[src/rtl/sbsh_pkg.sv]
// Package for the SHA-256 byte stream hasher: widths, opcodes, round
// constants, initial hash values and the round functions. No dependencies.
`timescale 1ns / 1ps
`default_nettype none
package sbsh_pkg;

   localparam int BlockBytes = 64;
   localparam int WordCount  = 8;
   localparam int RoundCount = 64;
   localparam int ByteAddrW  = 6;
   localparam int WordAddrW  = 3;
   localparam int RoundW     = 6;

   localparam logic OP_ABSORB = 1'b0;
   localparam logic OP_FINISH = 1'b1;

   localparam logic [7:0] PAD_MARK = 8'h80;

   typedef logic [31:0] word_type;
   typedef logic [7:0]  byte_type;

   function automatic word_type round_k(input logic [RoundW-1:0] idx);
      word_type k;
      unique case (idx)
         6'd0:  k = 32'h428a2f98; 6'd1:  k = 32'h71374491;
         6'd2:  k = 32'hb5c0fbcf; 6'd3:  k = 32'he9b5dba5;
         6'd4:  k = 32'h3956c25b; 6'd5:  k = 32'h59f111f1;
         6'd6:  k = 32'h923f82a4; 6'd7:  k = 32'hab1c5ed5;
         6'd8:  k = 32'hd807aa98; 6'd9:  k = 32'h12835b01;
         6'd10: k = 32'h243185be; 6'd11: k = 32'h550c7dc3;
         6'd12: k = 32'h72be5d74; 6'd13: k = 32'h80deb1fe;
         6'd14: k = 32'h9bdc06a7; 6'd15: k = 32'hc19bf174;
         6'd16: k = 32'he49b69c1; 6'd17: k = 32'hefbe4786;
         6'd18: k = 32'h0fc19dc6; 6'd19: k = 32'h240ca1cc;
         6'd20: k = 32'h2de92c6f; 6'd21: k = 32'h4a7484aa;
         6'd22: k = 32'h5cb0a9dc; 6'd23: k = 32'h76f988da;
         6'd24: k = 32'h983e5152; 6'd25: k = 32'ha831c66d;
         6'd26: k = 32'hb00327c8; 6'd27: k = 32'hbf597fc7;
         6'd28: k = 32'hc6e00bf3; 6'd29: k = 32'hd5a79147;
         6'd30: k = 32'h06ca6351; 6'd31: k = 32'h14292967;
         6'd32: k = 32'h27b70a85; 6'd33: k = 32'h2e1b2138;
         6'd34: k = 32'h4d2c6dfc; 6'd35: k = 32'h53380d13;
         6'd36: k = 32'h650a7354; 6'd37: k = 32'h766a0abb;
         6'd38: k = 32'h81c2c92e; 6'd39: k = 32'h92722c85;
         6'd40: k = 32'ha2bfe8a1; 6'd41: k = 32'ha81a664b;
         6'd42: k = 32'hc24b8b70; 6'd43: k = 32'hc76c51a3;
         6'd44: k = 32'hd192e819; 6'd45: k = 32'hd6990624;
         6'd46: k = 32'hf40e3585; 6'd47: k = 32'h106aa070;
         6'd48: k = 32'h19a4c116; 6'd49: k = 32'h1e376c08;
         6'd50: k = 32'h2748774c; 6'd51: k = 32'h34b0bcb5;
         6'd52: k = 32'h391c0cb3; 6'd53: k = 32'h4ed8aa4a;
         6'd54: k = 32'h5b9cca4f; 6'd55: k = 32'h682e6ff3;
         6'd56: k = 32'h748f82ee; 6'd57: k = 32'h78a5636f;
         6'd58: k = 32'h84c87814; 6'd59: k = 32'h8cc70208;
         6'd60: k = 32'h90befffa; 6'd61: k = 32'ha4506ceb;
         6'd62: k = 32'hbef9a3f7; 6'd63: k = 32'hc67178f2;
         default: k = 32'h0;
      endcase
      return k;
   endfunction

   function automatic word_type initial_h(input logic [WordAddrW-1:0] idx);
      word_type h;
      unique case (idx)
         3'd0: h = 32'h6a09e667; 3'd1: h = 32'hbb67ae85;
         3'd2: h = 32'h3c6ef372; 3'd3: h = 32'ha54ff53a;
         3'd4: h = 32'h510e527f; 3'd5: h = 32'h9b05688c;
         3'd6: h = 32'h1f83d9ab; 3'd7: h = 32'h5be0cd19;
         default: h = 32'h0;
      endcase
      return h;
   endfunction

   function automatic word_type ror(input word_type x, input int n);
      return (x >> n) | (x << (32 - n));
   endfunction

   function automatic word_type sig0(input word_type x);
      return ror(x, 7) ^ ror(x, 18) ^ (x >> 3);
   endfunction

   function automatic word_type sig1(input word_type x);
      return ror(x, 17) ^ ror(x, 19) ^ (x >> 10);
   endfunction

   function automatic word_type big0(input word_type x);
      return ror(x, 2) ^ ror(x, 13) ^ ror(x, 22);
   endfunction

   function automatic word_type big1(input word_type x);
      return ror(x, 6) ^ ror(x, 11) ^ ror(x, 25);
   endfunction

endpackage
`default_nettype wire

[src/rtl/sbsh_if.sv]
// Valid/ready channel interfaces for the hasher's request and response items.
// No dependencies.
`timescale 1ns / 1ps
`default_nettype none
interface sbsh_req_if;
   logic       valid;
   logic       ready;
   logic       opcode;
   logic [7:0] data_byte;
   modport source (output valid, opcode, data_byte, input ready);
   modport sink (input valid, opcode, data_byte, output ready);
endinterface

interface sbsh_rsp_if;
   logic        valid;
   logic        ready;
   logic [31:0] digest_word;
   logic [2:0]  word_index;
   logic        last_word;
   modport source (output valid, digest_word, word_index, last_word, input ready);
   modport sink (input valid, digest_word, word_index, last_word, output ready);
endinterface
`default_nettype wire

[src/rtl/sbsh_ram.sv]
// Generic single-port-write, single-port-read RAM with a registered read.
// No dependencies.
`timescale 1ns / 1ps
`default_nettype none
module sbsh_ram #(
   parameter int Width = 8,
   parameter int Depth = 64
) (
   input  wire logic                     clock,
   input  wire logic                     wr_en,
   input  wire logic [$clog2(Depth)-1:0] wr_addr,
   input  wire logic [Width-1:0]         wr_data,
   input  wire logic [$clog2(Depth)-1:0] rd_addr,
   output logic      [Width-1:0]         rd_data
);
   logic [Width-1:0] mem [Depth];

   always_ff @(posedge clock) begin
      if (wr_en) mem[wr_addr] <= wr_data;
      rd_data <= mem[rd_addr];
   end
endmodule
`default_nettype wire

[src/rtl/sha256_byte_stream_hasher.sv]
// Top level of the SHA-256 byte stream hasher: byte buffer, padding,
// round sequencer and digest output. Depends on sbsh_pkg, sbsh_if, sbsh_ram.
//
//   channel  dir  fields                               handshake
//   req      in   opcode, data_byte                    req.valid/req.ready
//   rsp      out  digest_word, word_index, last_word   rsp.valid/rsp.ready
//
// Data bytes are taken while idle; every 64th byte runs a compression:
// 64 byte reads from the block RAM through its single read port, then 64
// rounds, one per cycle.
// A finish pads (up to 72 byte writes), compresses once or twice, then
// emits eight words. Reset is synchronous and restores the initial chaining
// values in a sweep over the eight words. A stalled rsp holds the word.
`timescale 1ns / 1ps
`default_nettype none
module sha256_byte_stream_hasher
   import sbsh_pkg::*;
(
   input wire logic  clock,
   input wire logic  reset,
   sbsh_req_if.sink   req,
   sbsh_rsp_if.source rsp
);
   localparam int Depth = BlockBytes;
   localparam int AW = ByteAddrW;

   localparam logic [3:0] ST_INIT   = 4'd0;
   localparam logic [3:0] ST_IDLE   = 4'd1;
   localparam logic [3:0] ST_PAD    = 4'd2;
   localparam logic [3:0] ST_LOAD   = 4'd3;
   localparam logic [3:0] ST_ROUND  = 4'd4;
   localparam logic [3:0] ST_HRD    = 4'd5;
   localparam logic [3:0] ST_HADD   = 4'd6;
   localparam logic [3:0] ST_OUTRD  = 4'd7;
   localparam logic [3:0] ST_OUT    = 4'd8;

   logic [3:0]    state_ff, state_in;
   logic [AW-1:0] fill_ff, fill_in;
   logic [63:0]   bits_ff, bits_in, total_ff, total_in;
   logic          final_ff, final_in;   // compression is the last of a finish
   logic          padlen_ff, padlen_in; // current block carries the length
   logic [AW-1:0] pad_ff, pad_in;
   logic [6:0]    cnt_ff, cnt_in;
   word_type      v_ff [8];
   word_type      v_in [8];
   word_type      w_ff [16];
   word_type      w_in [16];
   word_type      wt;
   logic [WordAddrW-1:0] hidx_ff, hidx_in;
   logic          rsp_valid_ff, rsp_valid_in;
   word_type      rsp_word_ff, rsp_word_in;

   logic                 b_we;
   logic [AW-1:0]        b_wa, b_ra;
   byte_type             b_wd, b_rd;
   logic                 h_we;
   logic [WordAddrW-1:0] h_wa, h_ra;
   word_type             h_wd, h_rd;

   sbsh_ram #(.Width(8), .Depth(Depth)) u_block (
      .clock, .wr_en(b_we), .wr_addr(b_wa), .wr_data(b_wd),
      .rd_addr(b_ra), .rd_data(b_rd));
   sbsh_ram #(.Width(32), .Depth(WordCount)) u_chain (
      .clock, .wr_en(h_we), .wr_addr(h_wa), .wr_data(h_wd),
      .rd_addr(h_ra), .rd_data(h_rd));

   assign req.ready       = (state_ff == ST_IDLE) && !rsp_valid_ff;
   assign rsp.valid       = rsp_valid_ff;
   assign rsp.digest_word = rsp_word_ff;
   assign rsp.word_index  = hidx_ff;
   assign rsp.last_word   = (hidx_ff == 3'd7);

   logic take;
   assign take = req.valid && req.ready;

   always_comb begin
      word_type t1, t2;
      t1 = '0;
      t2 = '0;
      state_in = state_ff; fill_in = fill_ff; bits_in = bits_ff;
      total_in = total_ff; final_in = final_ff; padlen_in = padlen_ff;
      pad_in = pad_ff; cnt_in = cnt_ff; v_in = v_ff; w_in = w_ff;
      hidx_in = hidx_ff; rsp_valid_in = rsp_valid_ff; rsp_word_in = rsp_word_ff;
      b_we = 1'b0; b_wa = fill_ff; b_wd = req.data_byte; b_ra = '0;
      h_we = 1'b0; h_wa = hidx_ff; h_wd = '0; h_ra = hidx_ff;
      wt = w_ff[0];
      if (rsp_valid_ff && rsp.ready) rsp_valid_in = 1'b0;
      unique case (state_ff)
         ST_INIT: begin
            h_we = 1'b1; h_wd = initial_h(hidx_ff);
            hidx_in = hidx_ff + 3'd1;
            if (hidx_ff == 3'd7) state_in = ST_IDLE;
         end
         ST_IDLE: begin
            if (take) begin
               if (req.opcode == OP_ABSORB) begin
                  b_we = 1'b1;
                  fill_in = fill_ff + 1'b1;
                  if (fill_ff == AW'(Depth - 1)) begin
                     bits_in = bits_ff + 64'd512;
                     final_in = 1'b0; cnt_in = '0; b_ra = '0;
                     state_in = ST_LOAD;
                  end
               end else begin
                  total_in = bits_ff + {55'd0, fill_ff, 3'd0};
                  b_we = 1'b1; b_wd = PAD_MARK;
                  pad_in = fill_ff + 1'b1;
                  padlen_in = (fill_ff < AW'(56));
                  state_in = (fill_ff == AW'(Depth - 1)) ? ST_LOAD : ST_PAD;
                  final_in = (fill_ff < AW'(56));
                  cnt_in = '0;
               end
            end
         end
         ST_PAD: begin
            b_we = 1'b1; b_wa = pad_ff; b_wd = 8'h00;
            if (padlen_ff && pad_ff >= AW'(56))
               b_wd = total_ff[8*(7 - pad_ff[2:0]) +: 8];
            pad_in = pad_ff + 1'b1;
            if (pad_ff == AW'(Depth - 1)) begin
               state_in = ST_LOAD; cnt_in = '0; pad_in = pad_ff;
            end
         end
         ST_LOAD: begin
            // cnt 0 issues the first read; its data arrives in the next cycle
            b_ra = cnt_ff[AW-1:0];
            if (cnt_ff == '0) begin
               for (int i = 0; i < 8; i++) v_in[i] = v_ff[i];
            end
            if (cnt_ff != '0) begin
               w_in[15] = {w_ff[15][23:0], b_rd};
            end
            if (cnt_ff[1:0] == 2'd1 && cnt_ff != 7'd1) begin
               for (int i = 0; i < 15; i++) w_in[i] = w_ff[i + 1];
               w_in[15] = {24'd0, b_rd};
            end
            cnt_in = cnt_ff + 7'd1;
            if (cnt_ff == 7'd64) begin
               cnt_in = '0; hidx_in = '0; state_in = ST_HRD;
            end
         end
         ST_HRD: begin
            // copy the chaining words into the working variables
            h_ra = hidx_ff;
            if (cnt_ff != '0) v_in[cnt_ff[2:0] - 3'd1] = h_rd;
            h_ra = cnt_ff[2:0];
            cnt_in = cnt_ff + 7'd1;
            if (cnt_ff == 7'd8) begin
               cnt_in = '0; state_in = ST_ROUND;
            end
         end
         ST_ROUND: begin
            wt = w_ff[0];
            t1 = v_ff[7] + big1(v_ff[4]) + ((v_ff[4] & v_ff[5]) ^ (~v_ff[4] & v_ff[6]))
               + round_k(cnt_ff[5:0]) + wt;
            t2 = big0(v_ff[0]) + ((v_ff[0] & v_ff[1]) ^ (v_ff[0] & v_ff[2])
               ^ (v_ff[1] & v_ff[2]));
            for (int i = 7; i > 0; i--) v_in[i] = v_ff[i - 1];
            v_in[4] = v_ff[3] + t1;
            v_in[0] = t1 + t2;
            for (int i = 0; i < 15; i++) w_in[i] = w_ff[i + 1];
            w_in[15] = w_ff[0] + sig0(w_ff[1]) + w_ff[9] + sig1(w_ff[14]);
            cnt_in = cnt_ff + 7'd1;
            if (cnt_ff == 7'd63) begin
               cnt_in = '0; state_in = ST_HADD;
            end
            h_ra = '0;
         end
         ST_HADD: begin
            // cnt 0 reads word 0; each later cycle adds and writes back
            h_ra = cnt_ff[2:0] + 3'd1;
            if (cnt_ff == '0) h_ra = '0;
            if (cnt_ff != '0) begin
               h_we = 1'b1; h_wa = cnt_ff[2:0] - 3'd1;
               h_wd = h_rd + v_ff[cnt_ff[2:0] - 3'd1];
               h_ra = cnt_ff[2:0];
            end
            cnt_in = cnt_ff + 7'd1;
            if (cnt_ff == 7'd8) begin
               cnt_in = '0;
               if (final_ff) begin
                  hidx_in = '0; state_in = ST_OUTRD;
               end else if (fill_ff == '0 && !padlen_ff && pad_ff != '0) begin
                  // second block of a two-block finish
                  padlen_in = 1'b1; final_in = 1'b1; pad_in = '0;
                  state_in = ST_PAD;
               end else begin
                  state_in = ST_IDLE;
               end
            end
         end
         ST_OUTRD: begin
            h_ra = hidx_ff;
            state_in = ST_OUT;
         end
         ST_OUT: begin
            h_ra = hidx_ff;
            if (!rsp_valid_ff) begin
               rsp_valid_in = 1'b1; rsp_word_in = h_rd;
            end else if (rsp.ready) begin
               rsp_valid_in = 1'b0;
               if (hidx_ff == 3'd7) begin
                  hidx_in = '0; fill_in = '0; bits_in = '0;
                  final_in = 1'b0; padlen_in = 1'b0; pad_in = '0;
                  state_in = ST_INIT;
               end else begin
                  hidx_in = hidx_ff + 3'd1; state_in = ST_OUTRD;
               end
            end
         end
         default: state_in = ST_INIT;
      endcase
      // a finish leaves fill at zero so the two-block check sees it
      if (state_ff == ST_IDLE && take && req.opcode == OP_FINISH) begin
         fill_in = '0;
         if (fill_ff == AW'(Depth - 1)) pad_in = AW'(Depth - 1);
      end
   end

   always_ff @(posedge clock) begin
      if (reset) begin
         state_ff <= ST_INIT; fill_ff <= '0; bits_ff <= '0;
         final_ff <= 1'b0; padlen_ff <= 1'b0; pad_ff <= '0;
         cnt_ff <= '0; hidx_ff <= '0; rsp_valid_ff <= 1'b0;
      end else begin
         state_ff <= state_in; fill_ff <= fill_in; bits_ff <= bits_in;
         final_ff <= final_in; padlen_ff <= padlen_in; pad_ff <= pad_in;
         cnt_ff <= cnt_in; hidx_ff <= hidx_in; rsp_valid_ff <= rsp_valid_in;
      end
      total_ff <= total_in; v_ff <= v_in; w_ff <= w_in; rsp_word_ff <= rsp_word_in;
   end

   a_ready_idle: assert property (@(posedge clock) disable iff (reset)
      req.ready |-> !rsp_valid_ff) else $error("ready while a word is pending");
   a_rsp_hold: assert property (@(posedge clock) disable iff (reset)
      rsp_valid_ff && !rsp.ready |=> rsp_valid_ff && $stable(rsp_word_ff))
      else $error("digest word dropped");
   a_last: assert property (@(posedge clock) disable iff (reset)
      rsp_valid_ff && rsp.ready && hidx_ff == 3'd7 |=> state_ff == ST_INIT)
      else $error("no restart after last word");
endmodule
`default_nettype wire
[src/flat_wrapper.sv]
// flat-port wrapper written by rule: the top's interface ports become plain ports
module sha256_byte_stream_hasher_flat import sbsh_pkg::*;
  (clock, reset, req_valid, req_opcode, req_data_byte, req_ready, rsp_valid, rsp_digest_word, rsp_word_index, rsp_last_word, rsp_ready);
  sbsh_req_if req_i ();
  sbsh_rsp_if rsp_i ();
  input wire logic clock;
  input wire logic reset;
  input wire logic [$bits(req_i.valid)-1:0] req_valid;
  input wire logic [$bits(req_i.opcode)-1:0] req_opcode;
  input wire logic [$bits(req_i.data_byte)-1:0] req_data_byte;
  output wire logic [$bits(req_i.ready)-1:0] req_ready;
  output wire logic [$bits(rsp_i.valid)-1:0] rsp_valid;
  output wire logic [$bits(rsp_i.digest_word)-1:0] rsp_digest_word;
  output wire logic [$bits(rsp_i.word_index)-1:0] rsp_word_index;
  output wire logic [$bits(rsp_i.last_word)-1:0] rsp_last_word;
  input wire logic [$bits(rsp_i.ready)-1:0] rsp_ready;
  assign req_i.valid = req_valid;
  assign req_i.opcode = req_opcode;
  assign req_i.data_byte = req_data_byte;
  assign req_ready = req_i.ready;
  assign rsp_valid = rsp_i.valid;
  assign rsp_digest_word = rsp_i.digest_word;
  assign rsp_word_index = rsp_i.word_index;
  assign rsp_last_word = rsp_i.last_word;
  assign rsp_i.ready = rsp_ready;
  sha256_byte_stream_hasher u_core (.clock(clock), .reset(reset), .req(req_i), .rsp(rsp_i));
endmodule
[config.mk]
export PLATFORM = sky130hd
export DESIGN_NAME = sha256_byte_stream_hasher_flat
export DESIGN_NICKNAME = d
export VERILOG_FILES = /design/src/rtl/sbsh_pkg.sv /design/src/rtl/sbsh_if.sv /design/src/rtl/sbsh_ram.sv /design/src/rtl/sha256_byte_stream_hasher.sv /design/src/flat_wrapper.sv
export SDC_FILE = /design/constraint.sdc
export NUM_CORES = 2
export LEC_CHECK = 0
export ABC_AREA = 1
export BUFFER_PORTS_ARGS = -buffer_cell sky130_fd_sc_hd__buf_2
export CAP_MARGIN = 10
export CORE_ASPECT_RATIO = 1.2
export CORE_MARGIN = 4
export CORE_UTILIZATION = 35
export DETAILED_ROUTE_END_ITERATION = 6
export SLEW_MARGIN = 15
export SYNTH_ARGS = -nofsm -noshare
export SYNTH_HDL_FRONTEND = slang
export SYNTH_HIERARCHICAL = 1
export SYNTH_SLANG_ARGS = --single-unit
[constraint.sdc]
create_clock -name clock -period 39.4 [get_ports clock]
set_input_delay 1.97 -clock clock [delete_from_list [all_inputs] [get_ports clock]]
set_output_delay 1.97 -clock clock [all_outputs]
set_load 0.01 [all_outputs]
==> impl_metrics.tcl <==
set metrics [dict create \
    drive_gt1_frac 0.0542 \
    cpMostUsedCell "inv_1" \
    final_common_cell "nand2_1" \
    cts_tree "yes" \
    crit_required_ns 39.93 \
    antenna_left 0 \
    h-tree-depth 4 \
    setup_viol_count_final 0 \
    wl_per_cell_um 22.4 \
    vias 70900 \
    tns_ns 0 \
    drt_iter0_drc 7359 \
    final_net_count 10400 \
    crit_path_max_incr_delay_ns 0.63 \
    synth_warnings 6 \
    port_buffers 50 \
    synth_area_um2 95100 \
    synth_fp_nets 10500 \
    cts_resized 0 \
    cp_max_fo 7 \
    die_h_um 579 \
    multi_input_comb_area_um2 33900 \
    clock_sinks 1815 \
    synth-main-ff-cell "edfxtp_1" \
    grt_use_met2 0.358 \
    num_rows 209 \
    die_area_um2 280000 \
    grt_overflow 0 \
    crit_cells 28 \
    drv_cap 0 \
    cts-root-buf "clkbuf_16" \
    cts_setup_buffers 0 \
    outcome "finished clean" \
    synth_async_sr_flop_share 0 \
    synth.avg_cell_area_um2 9.38 \
    grt_start_max_net_pins 250 \
    crit_arrival_ns 8.50 \
    gr-usage-all-layers 0.212 \
    hp-class "reg2reg" \
    cts-hold-fix-buffers 0 \
    reg2reg_slack_ns 31.43 \
    maxSlewHeadroom 0.120 \
    start_util 0.352 \
    die_x_um 484 \
    dr.pass1.iters 6 \
    drc_errors 0 \
    antenna_found_initial 11 \
    grt_pass1_vias 69100 \
    synthesis.instances 10100 \
    fillers 26600 \
    crit_path_start_kind "register" \
    cp_slowest_cell "nor4_1" \
    rsz0062_at_grt "no" \
    core_area_um2 270000 \
    vias_per_cell 5.17 \
    clk_latency_ns 0.88 \
    seq_area_um2 52600 \
    crit_start "u_core/v_ff[125]" \
    cts_buffers 194 \
    synth_edf_count 1629 \
    crit_end "u_core/v_ff[252]" \
    worstReg2RegStart "u_core/v_ff[125]" \
    grt_util_met3 0.0312 \
    hold_viol 0 \
    clk_pin_slew_ns 0.07 \
    ys_seq_area_frac 0.554 \
    crit_family "adder cells" \
    period_share 0.202 \
    r2r_end "u_core/v_ff[252]" \
    area_growth_pct 10.1 \
    clock_path_buffers 4 \
    grt_first_pass_wirelength_um 449000 \
    max_freq_mhz 126 \
    slew_viol_final 0 \
    grt.busiest_layer "met2" \
    synth_seq_cells 1815 \
    r2r_cells 28 \
    skew_ns 0.116 \
    crit_buf_inv 6 \
    synth_cell_types 68 \
    worst_pin_slew_ns 1.32 \
    period_minus_slack_ns 7.97 \
    num_io_pins 51 \
    dp_hpwl_um 218000 \
    crit_type "reg2reg" \
    gp_congestion 0.970 \
    final_cell_mix "nand2_1, inv_1, edfxtp_1" \
    wl_um 307000 \
    met1_usage 0.270 \
    endpoint_kind "register" \
]
## how the worst min path moves through the flow
stage / startpoint / to / slack, ns / cells after the start
3_3_place_gp: u_core/bits_ff[62] / u_core/total_ff[62] / 0.42 / 0
5_1_grt: u_core/bits_ff[62] / u_core/total_ff[62] / 0.45 / 0
6_report: u_core/bits_ff[62] / u_core/total_ff[62] / 0.44 / 0
3_5_place_dp: u_core/bits_ff[62] / u_core/total_ff[62] / 0.42 / 0
2_1_floorplan: u_core/u_chain/rd_data[31] / u_core/rsp.digest_word[31] / 0.43 / 0
4_1_cts: u_core/bits_ff[62] / u_core/total_ff[62] / 0.44 / 0
## cell usage after synthesis (all sizes together) (156+ instances only)
cell	n	area, um^2
a21oi	306	1540
buf	250	1530
clkbuf	240	901
dfxtp	186	3720
edfxtp	1629	48900
fa	188	3760
ha	193	2410
inv	1689	6340
nand2	2092	7960
nand3	1010	5070
nor2	924	3520
o21ai	447	2240
o22ai	300	1880
xnor2	157	1380
xor2	156	1370
## per-stage QoR
step            util  setup WS [ns]  instance area [um^2]  hold slack [ns]  cells
2_1_floorplan      -           3.09                 95100            0.430  10100
3_3_place_gp   0.364          31.28                 98400            0.421  13400
3_5_place_dp   0.364          31.52                 98400            0.419  13400
4_1_cts        0.387          31.46                105000            0.435  13700
5_1_grt        0.387          31.08                105000            0.452  13700
6_report       0.387          31.43                105000            0.435  13700
## flip-flops by register name, indices dropped and copies added, names as in the netlist, named ones only
signal                  cells
u_core/state_ff             4
u_core/rsp.digest_word     32
u_core/fill_ff              6
u_core/u_block/rd_data      8
u_core/w_ff               480
u_core/cnt_ff               7
u_core/pad_ff               6
u_core/total_ff            61
u_core/bits_ff             55
u_core/u_block/mem        512
u_core/v_ff               256
u_core/rsp.valid            1
u_core/u_chain/mem        256
u_core/u_chain/rd_data     32
u_core/padlen_ff            1
u_core/final_ff             1
u_core/rsp.word_index       3
u_core/wt                  32
## layer usage
layer / vias to the layer above / wire length, um / share of wire
met5: - / 83 / 0.00027
met3: 603 / 19600 / 0.064
met1: 34700 / 125000 / 0.41
met4: 14 / 15500 / 0.050
li1: 33000 / - / -
met2: 2576 / 146000 / 0.48
## cell type report
class | instances | share of cell area
sequential | 1815 | 0.503
multi-input combinational | 6131 | 0.324
inverter | 1695 | 0.0610
clock buffer | 242 | 0.0499
tap | 3587 | 0.0429
clock inverter | 107 | 0.00959
timing repair buffer | 136 | 0.00916
antenna | 3 | 0.0000717
## cells by family (layout without fill, tap and decap cells)
group                      after synthesis  count (layout)  share of synthesized area
other                                    0               3                          0
buffers and inverters                 2185            2180                     0.0926
xor gates and xnor gates               313             313                     0.0288
AOI/OAI and AO/OA                     1215            1215                     0.0731
DFF                                   1815            1815                      0.554
and+or+nand+nor                       4222            4222                      0.187
adders and majority gates              381             381                     0.0650
Power is not shown: default switching activity piles up to over one toggle a cycle in this logic, so the estimate is an artifact.
